File: src/sv/bds_pkg.sv
`default_nettype none

package bds_pkg;

    localparam int unsigned BAUD_W       = 24;
    localparam int unsigned REF_W        = 32;
    localparam int unsigned CLK_DIV_W    = 16;
    localparam int unsigned SMP_DIV_W    = 8;
    localparam int unsigned SMP_CNT_W    = SMP_DIV_W + 1;
    localparam int unsigned DIVISOR_W    = BAUD_W + SMP_CNT_W;
    localparam int unsigned BIT_CNT_W    = $clog2(REF_W);

    localparam int unsigned SAMPLE_DIV_FIRST_DEF = 4;
    localparam int unsigned SAMPLE_DIV_LIMIT_DEF = 255;
    localparam int unsigned CLOCK_DIV_MAX_DEF    = 65535;

    localparam logic [CLK_DIV_W-1:0] CLOCK_DIV_MIN     = CLK_DIV_W'(2);
    localparam logic [CLK_DIV_W-1:0] DEFAULT_CLOCK_DIV = CLK_DIV_W'(2);
    localparam logic [SMP_DIV_W-1:0] DEFAULT_SMP_DIV   = SMP_DIV_W'(4);
    localparam logic [REF_W-1:0]     REF_CLOCK_RESET   = REF_W'(50000000);

endpackage

`default_nettype wire

File: src/sv/baud_divisor_search_unit.sv
// Baud divisor search unit.
// Input channel (s_valid/s_ready, s_baud_rate): one requested baud rate per transfer.
// Result channel (m_valid/m_ready, m_clock_divider, m_sample_divider): one divider
// pair per input transfer, the candidate with the smallest rate error, earliest on ties,
// or 2 and 4 when none fits.
// Configuration: cfg_wr_en with cfg_wr_data writes the reference clock in hertz;
// write only while the unit is idle.
// Every sample divider from SAMPLE_DIV_FIRST to SAMPLE_DIV_LIMIT-1 is tried on one
// shared restoring divider (one quotient bit per cycle).
// A candidate whose clock divider is out of range skips the second division; a kept
// one runs it and has its rate error checked. A zero baud rate skips the search.
// s_ready is low for the whole search.
// The result register is separate from the search: a stalled receiver only holds
// the unit at the end of a following search until the old result is taken.
// Reset (aresetn, synchronous) empties the result register, returns the
// sequencer to idle and restores the reference clock to 50000000.
`default_nettype none

module baud_divisor_search_unit #(
    parameter int unsigned SAMPLE_DIV_FIRST = bds_pkg::SAMPLE_DIV_FIRST_DEF,
    parameter int unsigned SAMPLE_DIV_LIMIT = bds_pkg::SAMPLE_DIV_LIMIT_DEF,
    parameter int unsigned CLOCK_DIV_MAX    = bds_pkg::CLOCK_DIV_MAX_DEF
) (
    input  wire logic                            aclk,
    input  wire logic                            aresetn,
    input  wire logic                            cfg_wr_en,
    input  wire logic [bds_pkg::REF_W-1:0]       cfg_wr_data,
    input  wire logic                            s_valid,
    output logic                                 s_ready,
    input  wire logic [bds_pkg::BAUD_W-1:0]      s_baud_rate,
    output logic                                 m_valid,
    input  wire logic                            m_ready,
    output logic [bds_pkg::CLK_DIV_W-1:0]        m_clock_divider,
    output logic [bds_pkg::SMP_DIV_W-1:0]        m_sample_divider
);

    localparam int unsigned REF_W  = bds_pkg::REF_W;
    localparam int unsigned BAUD_W = bds_pkg::BAUD_W;
    localparam int unsigned CNT_W  = bds_pkg::SMP_CNT_W;
    localparam int unsigned DVS_W  = bds_pkg::DIVISOR_W;
    localparam int unsigned BIT_W  = bds_pkg::BIT_CNT_W;
    localparam int unsigned CLK_W  = bds_pkg::CLK_DIV_W;
    localparam int unsigned SMP_W  = bds_pkg::SMP_DIV_W;
    localparam int unsigned GMUL_W = CLK_W + CNT_W;

    localparam logic [CNT_W-1:0] S_FIRST = CNT_W'(SAMPLE_DIV_FIRST);
    localparam logic [CNT_W-1:0] S_LAST  = CNT_W'(SAMPLE_DIV_LIMIT - 1);
    localparam logic [REF_W-1:0] G_MAX   = REF_W'(CLOCK_DIV_MAX);
    localparam logic [REF_W-1:0] G_MIN   = REF_W'(bds_pkg::CLOCK_DIV_MIN);

    localparam logic [2:0] ST_IDLE  = 3'd0;
    localparam logic [2:0] ST_SPAN  = 3'd1;
    localparam logic [2:0] ST_DIVG  = 3'd2;
    localparam logic [2:0] ST_CHECK = 3'd3;
    localparam logic [2:0] ST_DIVR  = 3'd4;
    localparam logic [2:0] ST_EVAL  = 3'd5;
    localparam logic [2:0] ST_DONE  = 3'd6;

    logic [2:0]        state_reg, state_next;
    logic [REF_W-1:0]  ref_clk_reg;
    logic [BAUD_W-1:0] baud_reg, baud_next;
    logic [CNT_W-1:0]  smp_reg, smp_next;
    logic [DVS_W-1:0]  dvs_reg, dvs_next;
    logic [DVS_W-1:0]  rem_reg, rem_next;
    logic [REF_W-1:0]  quo_reg, quo_next;
    logic [BIT_W-1:0]  bit_reg, bit_next;
    logic [CLK_W-1:0]  g_reg, g_next;
    logic [REF_W-1:0]  best_err_reg, best_err_next;
    logic [CLK_W-1:0]  best_g_reg, best_g_next;
    logic [SMP_W-1:0]  best_s_reg, best_s_next;
    logic              m_valid_reg, m_valid_next;
    logic [CLK_W-1:0]  m_clk_reg, m_clk_next;
    logic [SMP_W-1:0]  m_smp_reg, m_smp_next;

    logic [DVS_W:0]    trial;
    logic              trial_ge;
    logic [DVS_W:0]    trial_sub;
    logic [CNT_W-1:0]  smp_plus1;
    logic [REF_W-1:0]  err;
    logic              out_free;

    assign smp_plus1 = smp_reg + CNT_W'(1);
    assign trial     = {rem_reg, quo_reg[REF_W-1]};
    assign trial_ge  = trial >= {1'b0, dvs_reg};
    assign trial_sub = trial - {1'b0, dvs_reg};
    assign err       = (quo_reg > REF_W'(baud_reg)) ? (quo_reg - REF_W'(baud_reg))
                                                    : (REF_W'(baud_reg) - quo_reg);
    assign out_free  = !m_valid_reg || m_ready;

    assign s_ready          = (state_reg == ST_IDLE);
    assign m_valid          = m_valid_reg;
    assign m_clock_divider  = m_clk_reg;
    assign m_sample_divider = m_smp_reg;

    always_comb begin
        state_next    = state_reg;
        baud_next     = baud_reg;
        smp_next      = smp_reg;
        dvs_next      = dvs_reg;
        rem_next      = rem_reg;
        quo_next      = quo_reg;
        bit_next      = bit_reg;
        g_next        = g_reg;
        best_err_next = best_err_reg;
        best_g_next   = best_g_reg;
        best_s_next   = best_s_reg;
        m_valid_next  = m_valid_reg && !m_ready;
        m_clk_next    = m_clk_reg;
        m_smp_next    = m_smp_reg;
        unique case (state_reg)
            ST_IDLE: begin
                if (s_valid) begin
                    baud_next     = s_baud_rate;
                    smp_next      = S_FIRST;
                    best_err_next = REF_W'(s_baud_rate);
                    best_g_next   = bds_pkg::DEFAULT_CLOCK_DIV;
                    best_s_next   = bds_pkg::DEFAULT_SMP_DIV;
                    state_next    = (s_baud_rate == '0) ? ST_DONE : ST_SPAN;
                end
            end
            ST_SPAN: begin
                dvs_next   = DVS_W'(baud_reg) * DVS_W'(smp_plus1);
                rem_next   = '0;
                quo_next   = ref_clk_reg;
                bit_next   = '1;
                state_next = ST_DIVG;
            end
            ST_DIVG, ST_DIVR: begin
                rem_next = trial_ge ? trial_sub[DVS_W-1:0] : trial[DVS_W-1:0];
                quo_next = {quo_reg[REF_W-2:0], trial_ge};
                bit_next = bit_reg - BIT_W'(1);
                if (bit_reg == '0) begin
                    state_next = (state_reg == ST_DIVG) ? ST_CHECK : ST_EVAL;
                end
            end
            ST_CHECK: begin
                if (quo_reg >= G_MIN && quo_reg <= G_MAX) begin
                    g_next     = quo_reg[CLK_W-1:0];
                    dvs_next   = DVS_W'(GMUL_W'(quo_reg[CLK_W-1:0]) * GMUL_W'(smp_plus1));
                    rem_next   = '0;
                    quo_next   = ref_clk_reg;
                    bit_next   = '1;
                    state_next = ST_DIVR;
                end else begin
                    smp_next   = smp_plus1;
                    state_next = (smp_reg == S_LAST) ? ST_DONE : ST_SPAN;
                end
            end
            ST_EVAL: begin
                if (err < best_err_reg) begin
                    best_err_next = err;
                    best_g_next   = g_reg;
                    best_s_next   = smp_reg[SMP_W-1:0];
                end
                smp_next   = smp_plus1;
                state_next = (smp_reg == S_LAST) ? ST_DONE : ST_SPAN;
            end
            ST_DONE: begin
                if (out_free) begin
                    m_valid_next = 1'b1;
                    m_clk_next   = best_g_reg;
                    m_smp_next   = best_s_reg;
                    state_next   = ST_IDLE;
                end
            end
            default: begin
                state_next = ST_IDLE;
            end
        endcase
    end

    always_ff @(posedge aclk) begin
        if (!aresetn) begin
            state_reg   <= ST_IDLE;
            m_valid_reg <= 1'b0;
            ref_clk_reg <= bds_pkg::REF_CLOCK_RESET;
        end else begin
            state_reg   <= state_next;
            m_valid_reg <= m_valid_next;
            if (cfg_wr_en) begin
                ref_clk_reg <= cfg_wr_data;
            end
        end
    end

    always_ff @(posedge aclk) begin
        baud_reg     <= baud_next;
        smp_reg      <= smp_next;
        dvs_reg      <= dvs_next;
        rem_reg      <= rem_next;
        quo_reg      <= quo_next;
        bit_reg      <= bit_next;
        g_reg        <= g_next;
        best_err_reg <= best_err_next;
        best_g_reg   <= best_g_next;
        best_s_reg   <= best_s_next;
        m_clk_reg    <= m_clk_next;
        m_smp_reg    <= m_smp_next;
    end

    // divisor is never zero while a division runs
    a_divisor_nonzero: assert property (@(posedge aclk) disable iff (!aresetn)
        (state_reg == ST_DIVG || state_reg == ST_DIVR) |-> (dvs_reg != '0))
        else $error("zero divisor in shared divider");

    // a transfer in always takes the unit out of idle
    a_accept_starts: assert property (@(posedge aclk) disable iff (!aresetn)
        (s_valid && s_ready) |=> (state_reg != ST_IDLE))
        else $error("accepted item did not start a search");

    // delivered clock divider stays in its legal range
    a_clk_range: assert property (@(posedge aclk) disable iff (!aresetn)
        m_valid |-> (REF_W'(m_clock_divider) >= G_MIN && REF_W'(m_clock_divider) <= G_MAX))
        else $error("clock divider out of range");

    // best error never grows during a search
    a_err_monotone: assert property (@(posedge aclk) disable iff (!aresetn)
        (state_reg == ST_EVAL) |=> (best_err_reg <= $past(best_err_reg)))
        else $error("best error increased");

endmodule

`default_nettype wire

File: config.mk
export PLATFORM = sky130hd
export DESIGN_NAME = baud_divisor_search_unit
export DESIGN_NICKNAME = d
export VERILOG_FILES = /design/src/sv/bds_pkg.sv /design/src/sv/baud_divisor_search_unit.sv
export SDC_FILE = /design/constraint.sdc
export NUM_CORES = 1
export LEC_CHECK = 0
export ABC_AREA = 0
export BUFFER_PORTS_ARGS = -buffer_cell sky130_fd_sc_hd__buf_4
export CAP_MARGIN = 15
export CORE_UTILIZATION = 50
export CTS_CLUSTER_DIAMETER = 30
export DETAILED_ROUTE_END_ITERATION = 10
export HOLD_SLACK_MARGIN = 0.1
export PLACE_DENSITY_LB_ADDON = 0.3
export SLEW_MARGIN = 20
export SYNTH_ARGS = -nofsm -noshare
export SYNTH_HDL_FRONTEND = slang
export SYNTH_SLANG_ARGS = --single-unit
File: constraint.sdc
create_clock -name aclk -period 8.65 [get_ports aclk]
set_input_delay 0.865 -clock aclk [delete_from_list [all_inputs] [get_ports aclk]]
set_output_delay 0.865 -clock aclk [all_outputs]
set_load 0.01 [all_outputs]
==> summary.md <==
| Metric | Value |
|---|---|
| Status | complete, no violations |
| Synth top cells by count | inv_1 (453), nor2_1 (346), nand2_1 (314) |
| Yosys warnings | 0 |
| DRC errors left | 0 |
| Endpoints failing hold | 0 |
| CP Capture Type | flop |
| Grt ovf | 0 |
| WP data arrival | between 7000 and 8000 ps |
| Top Ports | 87 |
| Hpwl dp | a little under 60 mm |
| Synth-to-layout area growth | 13.69% |
| Unique masters post-synth | about 90 |
| Routed vias/inst | 5.728 |
| Skew-Pair Late Insertion Delay | approximately 600 ps |
| Multi-input gate area | 0.01739 mm2 |
| Top cells by area, synth | edfxtp_1 (26%), fa_1 (19%), ha_1 (9.8%) |
| Clock Pin Slew Worst Setup and Hold Paths | about 50 ps |
| Die height | about 240 um |
| Worst-path fanout max | 18 |
| Initial DRC Count | between 1500 and 2000 |
| CTS tree | built |
| Most numerous cell in the Yosys netlist | inv_1 |
| Final core occ | between 50% and 60% |
| Number of I/O port buffers | between 80 and 90 |
| WS Path Type | reg2reg |
| Tot GR Track Use | 28.85% |
| Async SR Flop Fraction | 0% |
| Post-route minimum period | 7530 ps |
| Post-cts hold buffer count | 0 |
| Die extent in x | 235.2 um |
| Layout cells sized above 1 | 9.755% |
| Uppermost routed layer | met4 |
| CTS Buf Count | between 60 and 70 |
| TNS Setup | 0 ps |
| CP required | roughly 9000 ps |
| Number of global-route vias before repair | between 20000 and 25000 |
| Worst-margin pin slew | ~1100 ps |
| Final Slew Violations | 0 |
| Diode count | 0 |
| Post-CTS Setup Bufs | 0 |
| Hold Path Class | reg2reg |
| CTS root buf | clkbuf_16 |
| Initial antenna violation count | 0 |
| Clock buffer depth | 3 |
| Die area | about 0.055 mm2 |
| Starting Density | approximately half |
| Sequential fraction of the synthesis area | roughly 28% |
| EDFF count, synth | about 230 |
| Synth area leader | edfxtp_1 |
| Unrepaired setup endpoints after global routing | no |
| Fin nets | around 3600 |
| Core footprint | 0.05381 mm2 |
| Yosys reg bits | ~270 |
| Total routed wirelength | between 70 and 80 mm |
| Mapped cell area | 0.02719 mm2 |
| Setup violations, final | 0 |
| Via count | 21720 |
| Highest clock rate | roughly 0.13 GHz |
| Antenna Nets Post-Route | 0 |
| Drt first pass iters | 8 |
| First-pass GRT wire length | between 100 and 150 mm |
| Fillers | between 4000 and 5000 |
| Synth top area share | between 20% and 30% |
| Largest net degree at the start of global routing | around 70 |
| Cell count after synthesis | just under 3000 |
| Site row count | 85 |
| GPL Wtd Cong | 0.9485 |
| DRT met1 WL | ~34 mm |
| Synth Flop Type | edfxtp_1 |
| Clock Sink Count | between 200 and 300 |
| H-Tree Depth | 3 |
| Post-CTS Resized | 0 |
| Sequential Area | between 0.007 and 0.008 mm2 |
| Layout Skew | 41.76 ps |
| Startpoint Class | flop |
| WL met2 | ~35 mm |
| Max-cap viol count | 0 |
| Metal3 WL | slightly below 6 mm |
| Mapped Nets | approximately 3500 |
| Relative slew slack | between 20% and 30% |
| WL per Instance | 20.46 um |
| Syn Area/Cell | between 9 and 10 um2 |
| Final period utilization | roughly 87% |
-- path summary, 6_finish.rpt --
kind            startpoint                  to  cells past startpoint  slack [ps]
max             smp_reg[0]         dvs_reg[30]                     21        1120
min          best_g_reg[5]  m_clock_divider[5]                      0         410
max reg2reg     smp_reg[0]         dvs_reg[30]                     21        1120
min reg2reg  best_g_reg[5]  m_clock_divider[5]                      0         410
-- critical path, stage by stage, from the launching register on --
cell      delay [ps]
edfxtp_1         500
ha_1             340
nand3_1          240
nor2_1           140
xnor2_2          740
buf_4            370
nor2_1            90
fa_1             510
fa_1             520
fa_1             550
inv_1             50
fa_1             540
inv_1             40
ha_1             230
or3_1            320
o221a_2          270
o311ai_0         710
a31oi_1          240
a21o_1           250
a31oi_1          230
nor4b_1           80
a211o_1          290
-- placed cells by master (no fill, tap or decap), types with 60 or more instances in the layout --
master	n
a21oi_1	130
buf_4	120
edfxtp_1	232
fa_1	257
a21o_1	61
nand2b_1	60
clkbuf_16	69
nor2_1	346
ha_1	213
mux2i_1	82
inv_1	453
o21ai_0	105
nand2_1	313
-- layer usage --
layer | up-vias | GRT usage [%]
met5 | - | 0
met4 | 0 | 11.30
li1 | 9997 | -
met1 | 10770 | 39.53
met2 | 798 | 45.42
met3 | 158 | 5.195
-- kinds of logic after synthesis --
group / synth area share [%]
and+or+nand+nor: 16.18
adders and majority gates: 28.73
muxes: 3.889
DFF: 28.28
buffers and inverters: 8.233
xor gates and xnor gates: 3.442
AOI/OAI and AO/OA: 11.25
-- metrics by stage --
step	cells	instance area, um2	hold WS [ps]	worst slack, ps
finish	3792	30910	414.5	1120
global route	3792	30910	425.4	742.2
CTS	3792	30890	416.1	1155
detailed placement	3666	28560	404.5	1217
global placement	3666	28550	400.9	1246
floorplan	2953	27190	400.3	501.0
-- final cells by class --
type / instances / share of cell area, %
multi-input combinational: 2121 / 56.27
sequential: 268 / 24.87
clock buffer: 81 / 5.764
inverter: 461 / 5.598
timing repair buffer: 120 / 2.915
tap: 696 / 2.817
clock inverter: 45 / 1.761
Power is not shown: default switching activity piles up to over one toggle a cycle in this logic, so the estimate is an artifact.
